<file path="src/sv/aac_gge_pkg.sv">
// Shared types, constants and bit-extraction functions for the AAC global gain extractor.
`default_nettype none

package aac_gge_pkg;

    // Syntactic element ids (top three bits of the first frame byte)
    localparam logic [2:0] ELEM_SCE = 3'd0;
    localparam logic [2:0] ELEM_CPE = 3'd1;

    // Window sequence code for eight short windows
    localparam logic [1:0] WIN_EIGHT_SHORT = 2'd2;

    // Gain start bit before the ms_mask skip
    localparam logic [7:0] START_LONG  = 8'd21;
    localparam logic [7:0] START_SHORT = 8'd25;

    localparam logic [1:0] MS_MASK_USED = 2'd1;

    // Element kind reported with each frame result
    localparam logic [1:0] KIND_MONO   = 2'd0;
    localparam logic [1:0] KIND_STEREO = 2'd1;
    localparam logic [1:0] KIND_OTHER  = 2'd2;
    localparam logic [1:0] KIND_SHORT  = 2'd3;

    localparam logic [7:0] POS_MAX = 8'd255;

    typedef struct packed {
        logic [7:0] gain;
        logic [1:0] kind;
    } gge_frame_t;

    // Merge the gain bits that fall in frame byte number pos into acc.
    // Bits are numbered MSB first from the start of the frame.
    function automatic logic [7:0] take_bits(
        input logic [7:0] data,
        input logic [7:0] pos,
        input logic [7:0] start,
        input logic [7:0] acc
    );
        logic [10:0] idx;
        logic [10:0] rel;
        logic [10:0] lo;
        logic [7:0]  res;
        res = acc;
        lo  = {3'b000, start};
        for (int b = 0; b < 8; b++) begin
            idx = {pos, 3'(b)};
            rel = idx - lo;
            if ((idx >= lo) && (idx < lo + 11'd8)) begin
                res[~rel[2:0]] = res[~rel[2:0]] | data[~3'(b)];
            end
        end
        return res;
    endfunction

    // First bit of the stereo global gain, from frame bytes 1..3.
    function automatic logic [7:0] stereo_start(
        input logic [7:0] d1,
        input logic [7:0] d2,
        input logic [7:0] d3
    );
        logic [5:0] sfb;
        logic [1:0] mask;
        logic [7:0] start;
        logic [3:0] groups;
        logic [9:0] skip;
        if (d1[6:5] == WIN_EIGHT_SHORT) begin
            sfb    = {2'b00, d1[3:0]};
            mask   = {d2[0], d3[7]};
            start  = START_SHORT;
            groups = 4'd1 + 4'($countones(~d2[7:1]));
        end else begin
            sfb    = {d1[3:0], d2[7:6]};
            mask   = d2[4:3];
            start  = START_LONG;
            groups = 4'd1;
        end
        skip = sfb * groups;
        if (mask == MS_MASK_USED) begin
            start = start + skip[7:0];
        end
        return start;
    endfunction

endpackage

`default_nettype wire

</file>
<file path="src/sv/aac_gge_frame.sv">
// Per-byte frame parser: header capture, stereo gain bit gathering and gain selection.
`default_nettype none

module aac_gge_frame
    import aac_gge_pkg::*;
(
    input  wire logic       clk,
    input  wire logic       rst_n,
    input  wire logic       step,
    input  wire logic [7:0] data_byte,
    input  wire logic       last_byte,
    input  wire logic       frame_outside_data,
    output logic            done,
    output gge_frame_t      frame
);

    logic [7:0] pos_reg;
    logic [7:0] pos_next;
    logic [7:0] hdr0_reg;
    logic [7:0] hdr1_reg;
    logic [7:0] hdr2_reg;
    logic [7:0] start_reg;
    logic [7:0] start_next;
    logic [7:0] acc_reg;
    logic [7:0] acc_next;
    logic [7:0] prev_gain_reg;
    logic [2:0] elem_id;

    always_comb
    begin
        start_next = start_reg;
        acc_next   = acc_reg;
        if (pos_reg == 8'd3) begin
            start_next = stereo_start(hdr1_reg, hdr2_reg, data_byte);
            acc_next   = take_bits(data_byte, 8'd3, start_next,
                                   take_bits(hdr2_reg, 8'd2, start_next, 8'd0));
        end else if (pos_reg > 8'd3) begin
            acc_next = take_bits(data_byte, pos_reg, start_reg, acc_reg);
        end
        pos_next = (pos_reg == POS_MAX) ? pos_reg : pos_reg + 8'd1;
    end

    assign elem_id = hdr0_reg[7:5];
    assign done    = step && last_byte;

    always_comb
    begin
        if (frame_outside_data || (pos_reg < 8'd3)) begin
            frame.gain = 8'd0;
            frame.kind = KIND_SHORT;
        end else if (elem_id == ELEM_SCE) begin
            frame.gain = {hdr0_reg[0], hdr1_reg[7:1]};
            frame.kind = KIND_MONO;
        end else if (elem_id == ELEM_CPE) begin
            frame.gain = acc_next;
            frame.kind = KIND_STEREO;
        end else begin
            // previous gain is zero until a frame has ended
            frame.gain = prev_gain_reg;
            frame.kind = KIND_OTHER;
        end
    end

    always_ff @(posedge clk or negedge rst_n)
    begin
        if (!rst_n) begin
            pos_reg       <= 8'd0;
            prev_gain_reg <= 8'd0;
        end else if (step) begin
            pos_reg <= last_byte ? 8'd0 : pos_next;
            if (last_byte) begin
                prev_gain_reg <= frame.gain;
            end
        end
    end

    always_ff @(posedge clk)
    begin
        if (step) begin
            if (pos_reg == 8'd0) begin
                hdr0_reg <= data_byte;
            end
            if (pos_reg == 8'd1) begin
                hdr1_reg <= data_byte;
            end
            if (pos_reg == 8'd2) begin
                hdr2_reg <= data_byte;
            end
            start_reg <= start_next;
            acc_reg   <= acc_next;
        end
    end

endmodule

`default_nettype wire

</file>
<file path="src/sv/aac_gge_stats.sv">
// Running min/max tracking and the result output register.
`default_nettype none

module aac_gge_stats
    import aac_gge_pkg::*;
(
    input  wire logic        clk,
    input  wire logic        rst_n,
    input  wire logic        load,
    input  wire gge_frame_t  frame,
    input  wire logic        m_axis_tready,
    output logic             free,
    output logic             m_axis_tvalid,
    output logic [23:0]      m_axis_tdata,
    output logic [1:0]       m_axis_tuser
);

    logic       out_valid_reg;
    logic [7:0] min_reg;
    logic [7:0] max_reg;
    logic [7:0] min_next;
    logic [7:0] max_next;
    logic [7:0] gain_reg;
    logic [1:0] kind_reg;

    assign min_next = (frame.gain < min_reg) ? frame.gain : min_reg;
    assign max_next = (frame.gain > max_reg) ? frame.gain : max_reg;

    assign free          = !out_valid_reg || m_axis_tready;
    assign m_axis_tvalid = out_valid_reg;
    assign m_axis_tdata  = {max_reg, min_reg, gain_reg};
    assign m_axis_tuser  = kind_reg;

    always_ff @(posedge clk or negedge rst_n)
    begin
        if (!rst_n) begin
            out_valid_reg <= 1'b0;
            min_reg       <= 8'hff;
            max_reg       <= 8'h00;
        end else if (load) begin
            out_valid_reg <= 1'b1;
            min_reg       <= min_next;
            max_reg       <= max_next;
        end else if (m_axis_tready) begin
            out_valid_reg <= 1'b0;
        end
    end

    always_ff @(posedge clk)
    begin
        if (load) begin
            gain_reg <= frame.gain;
            kind_reg <= frame.kind;
        end
    end

endmodule

`default_nettype wire

</file>
<file path="src/sv/aac_frame_global_gain_extractor_core.sv">
// Top level of the AAC frame global gain extractor.
//
// Input stream: one raw AAC frame byte per transaction, tlast on the frame's
// final byte, tuser set on that final byte when the frame overruns the data area.
// Output stream: one transaction per frame, issued for the byte carrying tlast:
// gain, running minimum and running maximum in tdata, element kind in tuser
// (mono, stereo, other element repeating the previous gain, short or outside).
// The result is registered: the final byte passes through the input register,
// then the result register. Throughput: one byte per cycle while the result
// register is free, set by the single parse stage between the input and result
// registers.
// A stalled output holds its result; the input keeps accepting while the
// result register is free or being drained this cycle, so a byte that ends
// no frame still advances behind a full result register only when it drains.
// Reset clears the byte position, the previous gain, the running maximum
// (to 0) and minimum (to 255) and drops any pending transaction.
`default_nettype none

module aac_frame_global_gain_extractor_core
    import aac_gge_pkg::*;
(
    input  wire logic        clk,
    input  wire logic        rst_n,
    input  wire logic        s_axis_tvalid,
    output logic             s_axis_tready,
    input  wire logic [7:0]  s_axis_tdata,   // [7:0] data_byte
    input  wire logic        s_axis_tlast,
    input  wire logic        s_axis_tuser,   // [0] frame_outside_data
    output logic             m_axis_tvalid,
    input  wire logic        m_axis_tready,
    output logic [23:0]      m_axis_tdata,   // [7:0] frame_gain, [15:8] min_gain,
                                             // [23:16] max_gain
    output logic [1:0]       m_axis_tuser    // [1:0] element_kind
);

    logic       in_valid_reg;
    logic [7:0] in_byte_reg;
    logic       in_last_reg;
    logic       in_outside_reg;
    logic       free;
    logic       step;
    logic       done;
    gge_frame_t frame;

    assign step          = in_valid_reg && free;
    assign s_axis_tready = !in_valid_reg || free;

    always_ff @(posedge clk or negedge rst_n)
    begin
        if (!rst_n) begin
            in_valid_reg <= 1'b0;
        end else if (s_axis_tready) begin
            in_valid_reg <= s_axis_tvalid;
        end
    end

    always_ff @(posedge clk)
    begin
        if (s_axis_tready && s_axis_tvalid) begin
            in_byte_reg    <= s_axis_tdata;
            in_last_reg    <= s_axis_tlast;
            in_outside_reg <= s_axis_tuser;
        end
    end

    aac_gge_frame u_frame (
        .clk                (clk),
        .rst_n              (rst_n),
        .step               (step),
        .data_byte          (in_byte_reg),
        .last_byte          (in_last_reg),
        .frame_outside_data (in_outside_reg),
        .done               (done),
        .frame              (frame)
    );

    aac_gge_stats u_stats (
        .clk           (clk),
        .rst_n         (rst_n),
        .load          (done),
        .frame         (frame),
        .m_axis_tready (m_axis_tready),
        .free          (free),
        .m_axis_tvalid (m_axis_tvalid),
        .m_axis_tdata  (m_axis_tdata),
        .m_axis_tuser  (m_axis_tuser)
    );

endmodule

`default_nettype wire

</file>
<file path="config.mk">
export PLATFORM = sky130hd
export DESIGN_NAME = aac_frame_global_gain_extractor_core
export DESIGN_NICKNAME = d
export VERILOG_FILES = /design/src/sv/aac_gge_pkg.sv /design/src/sv/aac_gge_frame.sv /design/src/sv/aac_gge_stats.sv /design/src/sv/aac_frame_global_gain_extractor_core.sv
export SDC_FILE = /design/constraint.sdc
export NUM_CORES = 1
export LEC_CHECK = 0
export BUFFER_PORTS_ARGS = -buffer_cell sky130_fd_sc_hd__buf_2
export CAP_MARGIN = 5
export CORE_AREA = 2 2 207 209
export DETAILED_ROUTE_END_ITERATION = 16
export DIE_AREA = 0 0 209 211
export GPL_ROUTABILITY_DRIVEN = 0
export HOLD_SLACK_MARGIN = 0.15
export PLACE_DENSITY = 0.51
export SYNTH_ARGS = -nofsm -noshare
export SYNTH_HDL_FRONTEND = slang
export SYNTH_HIERARCHICAL = 1
export SYNTH_SLANG_ARGS = --single-unit
export TNS_END_PERCENT = 30
</file>
<file path="constraint.sdc">
create_clock -name clk -period 11 [get_ports clk]
set_clock_uncertainty 0.15 [all_clocks]
set_input_delay 0 -clock clk [delete_from_list [all_inputs] [get_ports clk]]
set_output_delay 0 -clock clk [all_outputs]
set_load 0.05 [all_outputs]
</file>
[Word-level counts from Yosys, hierarchy flattened]
Cells that the tools add are included.
Cells by class
  add/subtract/negate cells: 35
  order comparisons: 100
  mux-type cells: 156
  reductions and logical operators: 67
  bitwise logic cells: 48
  multipliers: 1
  equal/unequal tests: 8
Operators with widths (number)
  2-to-1 mux 8 bit: 60
  less-than comparator 5 x 11 -> 1 bit (first input constant): 16
  >= comparator 5 x 8 -> 1 bit (first input constant): 16
  bitwise mux 8 bit: 12
  less-than comparator 3 x 4 -> 1 bit (second input constant): 24
  >= comparator 11 x 8 -> 1 bit: 8
  less-than comparator 11 x 9 -> 1 bit: 8
  OR 8 bit: 11
  demux 1 bit (select 3 bit): 24
  >= comparator 3 x 1 -> 1 bit (second input constant): 24
  inverter 3 bit: 24
  logical AND 1 bit: 51
  2-to-1 mux 1 bit: 38
  binary-select mux 1 bit (select 3 bit): 12
  subtractor 3 bit (first input constant): 12
  2-to-1 mux 10 bit: 3
  adder 8 x 4 -> 9 bit (second input constant): 2
  subtractor 1 x 3 -> 3 bit (first input constant): 6
  subtractor 2 x 3 -> 3 bit (first input constant): 6
  == test 8 x 2 -> 1 bit (second input constant): 2
  AND reduction 2 bit: 8
  2-to-1 mux 4 bit: 3
  2-to-1 mux 6 bit: 2
  OR 1 bit: 12
  other kinds (24): 31
Storage, ports and cells
  bits of input ports: 14
  output and inout bits: 28
  logic and storage cells: 431
  register bits after elaboration: 94

[Logic depth before layout (Yosys ltp)]
  word-level depth: 93
  mapped depth: 46
  depth with buffers taken out: 43

[Cells and area by module]
Netlist, hierarchy kept.
By module, submodules not included
  aac_gge_frame: area an instance 8612.0 sq um, cells an instance 1129, times used 1, sequential area each 1481.4 sq um
  aac_gge_stats: area an instance 1330.0 sq um, cells an instance 96, times used 1, sequential area each 735.7 sq um
  aac_frame_global_gain_extractor_core: area an instance 360.3 sq um, cells an instance 15, times used 1, sequential area each 325.3 sq um

[Worst setup path before layout]
No wires, ideal clock.
  path type: register -> register
  from: reg u_frame.hdr2_reg[6]
  to: reg u_stats.min_reg[0]
  cell stages (with the launch flop): 43
  path buffers: 3
  arrival time: 10.696 ns
  required time: 10.768 ns
  clock period less this slack: 10.928 ns
  library setup time: 0.082 ns
  path slack: 0.072 ns
  path through: edfxtp_1 > fa_1 > ha_1 > inv_1 > fa_1 > ha_1 > fa_1 > xnor2_1 > nor2_1 > nand2_1 > fa_1 > fa_1 > fa_1 > inv_1 > ha_1 > buf_6 > xor2_1 > a21oi_2 > (+7 left out) > or3_4 > a211oi_4 > a21oi_4 > o21ai_2 > o221ai_2 > a2111o_1 > or3b_1 > buf_2 > o221ai_1 > o21ai_1 > a211oi_2 > nor4_1 > a31o_1 > ha_1 > and3_1 > a221o_1 > a31oi_4 > mux2_2
RTL lines
  start: declaration: RTL line aac_gge_frame.sv:21  | logic [7:0] hdr2_reg;
  start signal: assignment: RTL line aac_gge_frame.sv:87  | hdr2_reg <= data_byte;
  end signal: assignment: RTL line aac_gge_stats.sv:42  | min_reg <= min_next;
  end: declaration: RTL line aac_gge_stats.sv:19  | logic [7:0] min_reg;

==> impl_metrics.env <==
export IMPL_status="finished clean"
export IMPL_clockBufferDepth=2
export IMPL_power_density_mw_per_mm2=214
export IMPL_synthCells=1240
export IMPL_maxCapViolations=0
export IMPL_syn2layout_area_growth_pct=35.0
export IMPL_fp_dieH_um=211
export IMPL_synthDistinctLibCells=118
export IMPL_arrival_ns=10.99
export IMPL_crit_required_ns=11.08
export IMPL_p_sw_frac=0.500
export IMPL_seqPwrFrac=0.151
export IMPL_rows=75
export IMPL_syn_area_sq_mm=0.0103
export IMPL_drt_pass1_iterations=7
export IMPL_synthFlopType="edfxtp_1"
export IMPL_initial_utilization=0.247
export IMPL_ant_nets=0
export IMPL_root_buffer="clkbuf_16"
export IMPL_antenna_found_initial=1
export IMPL_r2r_end="u_stats/max_reg[7]"
export IMPL_p_leak_nw=5.44
export IMPL_cp_max_fo=6
export IMPL_overflow=0
export IMPL_cellInternalPower_mw=1.49
export IMPL_vias=11900
export IMPL_dp_slack_ns=-0.489
export IMPL_r2r_start="u_frame/hdr2_reg[7]"
export IMPL_fp_coreArea_sq_mm=0.0418
export IMPL_hp_class="in2async"
export IMPL_timing_fmax_mhz=91.7
export IMPL_p_sw_mw=1.49
export IMPL_cts_tree="done"
export IMPL_final_util=0.333
export IMPL_r2r_cells=44
export IMPL_nNetsFinal=1576
export IMPL_clkLatencyLatePin_ns=0.35
export IMPL_crit_slowest_cell="fa_1"
export IMPL_ys_seq_area_frac=0.247
export IMPL_die_area_sq_mm=0.0441
export IMPL_grt_max_degree=37
export IMPL_critPathMaxStageDelay_ns=0.50
export IMPL_route_detailed_drc=0
export IMPL_grt_usage=0.194
export IMPL_wire_per_inst_um=21.7
export IMPL_routed_wl_um=44000
export IMPL_path_buf_inv=8
export IMPL_setup_ws_ns=0.0942
export IMPL_grt_pass1_wl_um=67200
export IMPL_min_period_ns=10.91
export IMPL_portBuffers=41
export IMPL_die_w_um=209
export IMPL_vias_per_cell=5.86
export IMPL_drv_slew=0
export IMPL_p_total_mw=2.98
export IMPL_syn_area_per_cell_sq_um=8.31
export IMPL_path_clk_slew_ns=0.07
export IMPL_synth_seq_cells=90
export IMPL_synth_edf_count=56
export IMPL_finalCritPeriodShare=0.991
export IMPL_setup_viol=0
export IMPL_hpwlAfterDp_um=33200
export IMPL_critPathKind="reg2reg"
export IMPL_clock_power_share=0.104
export IMPL_clock_sinks=90
export IMPL_cts_buffers=9
export IMPL_critPathTopFamily="adder cells"
export IMPL_slew_headroom=0.235
export IMPL_cts_max_level=3
export IMPL_diodes=0
export IMPL_num_io_pins=42
export IMPL_cp_common_cell="fa_1"
export IMPL_synthArstFlopShare=0.378
export IMPL_irDropWorstVdd_uv=104
export IMPL_reg2reg_slack_ns=0.09
export IMPL_worst_pin_slew_ns=1.14
export IMPL_power_frac_comb=0.745
export IMPL_rsz0062_at_grt="yes"
export IMPL_drtIter0Drc=1730
export IMPL_startpoint_type="flip-flop"
export IMPL_drive_above_1_share=0.319
export IMPL_end_kind="flip-flop"
export IMPL_tns_ns=0
export IMPL_grt_pass1_vias=11400
export IMPL_yosys_warnings=6
export IMPL_hold_violations=0
placed cells by master, fill, tap and decap left out, types with 13 or more instances in the layout:
cell type      synthesis  routed
buf_6                  3      15
mux2_2                19      13
a21oi_1               63      56
and2_1                27      25
edfxtp_1              56      56
nand2b_1              21      19
nor3_1                24      23
o211ai_1              16      16
nor2_1               113     108
inv_1                 68      65
and3_1                19      17
buf_2                  7      41
buf_4                  2     203
ha_1                  68      61
a211oi_1              23      19
nand3_1               50      47
o21ai_1               19      17
o21ai_0               58      53
a31oi_1               26      21
dlygate4sd3_1          0      14
dfrtp_1               26      26
nand2_1              122     119
final cells by class:
| cell class | count | area [sq um] |
|---|---|---|
| Fill cell | 4278 | 27800 |
| Clock inverter | 7 | 76.3 |
| Clock buffer | 9 | 225 |
| Multi-Input combinational cell | 1033 | 8050 |
| Sequential cell | 90 | 2540 |
| Tap cell | 539 | 674 |
| Inverter | 74 | 280 |
| Timing Repair Buffer | 274 | 2060 |
what timing repair did:
| item | in CTS | in global routing |
|---|---|---|
| hold buffers | 14 | 0 |
| endpoints found under the hold margin | 56 | 0 |
| pin swaps | 34 | 63 |
| gates resized for setup | 69 | 86 |
| buffers inserted | 11 | 22 |
| setup endpoints to repair | 16 | 16 |
| cloned | 0 | 0 |
per-layer routing:
| metal | GRT usage | wire [um] |
|---|---|---|
| met1 | 0.254 | 18100 |
| met2 | 0.298 | 19000 |
| met3 | 0.0520 | 4380 |
| met4 | 0.0921 | 2500 |
| met5 | 0 | 13 |
cell families (layout without fill, tap and decap cells):
logic type	count (synthesis)	count (layout)	share of synthesized area
simple gates	463	463	0.224
compound gates	435	435	0.324
buf+inv	119	364	0.0471
flops	90	90	0.247
fa+ha+maj	80	80	0.106
mux	34	34	0.0363
xor+xnor	18	18	0.0153
other cells	1	3	0.000364
metrics by stage:
stage,instances,cell area (sq um),hold slack (ns)
2_1_floorplan,1242,10300,-0.446
3_3_place_gp,1963,12400,-0.0174
3_5_place_dp,1963,12400,-0.0194
4_1_cts,2004,13300,0.162
5_1_grt,2026,13900,0.206
6_report,2026,13900,0.146
power groups by stage:
stage / combinational [mW] / sequential [mW] / clock (mW)
after detailed placement: 1.82 / 0.454 / 0
after floorplan: 1.03 / 0.450 / 0
final: 2.22 / 0.450 / 0.310
after CTS: 1.97 / 0.447 / 0.318
after global placement: 1.83 / 0.454 / 0
after global routing: 2.33 / 0.453 / 0.330
worst max-delay path by stage:
stage	from	to	slack, ns	cells past startpoint
2_1_floorplan	u_frame/hdr2_reg[6]	u_stats/min_reg[0]	0.07	42
3_3_place_gp	u_frame/hdr2_reg[5]	u_stats/min_reg[1]	-0.45	41
3_5_place_dp	u_frame/hdr2_reg[5]	u_stats/min_reg[0]	-0.49	43
4_1_cts	u_frame/hdr2_reg[5]	u_stats/max_reg[1]	0.01	46
5_1_grt	u_frame/hdr2_reg[7]	u_stats/max_reg[3]	-0.28	46
6_report	u_frame/hdr2_reg[7]	u_stats/max_reg[7]	0.09	44
cells in the mapped netlist, types with 12 or more instances:
cell type,n,area share
a211oi_1,23,0.017
a21oi_1,63,0.031
a221oi_1,13,0.011
a31oi_1,26,0.016
a41oi_1,13,0.011
and2_1,27,0.016
and3_1,19,0.012
clkbuf_1,31,0.011
dfrtp_1,26,0.063
edfxtp_1,56,0.16
fa_1,12,0.023
ha_1,68,0.083
inv_1,68,0.025
mux2_2,19,0.021
mux2i_1,13,0.013
nand2_1,122,0.044
nand2b_1,21,0.013
nand3_1,50,0.024
nor2_1,113,0.041
nor3_1,24,0.012
o211ai_1,16,0.012
o21ai_0,58,0.028
o21ai_1,19,0.0092
o221ai_1,14,0.012
o22ai_1,12,0.0073
o31ai_1,14,0.010
or3_1,13,0.0079
No activity file was read; power rests on OpenSTA's default activity.
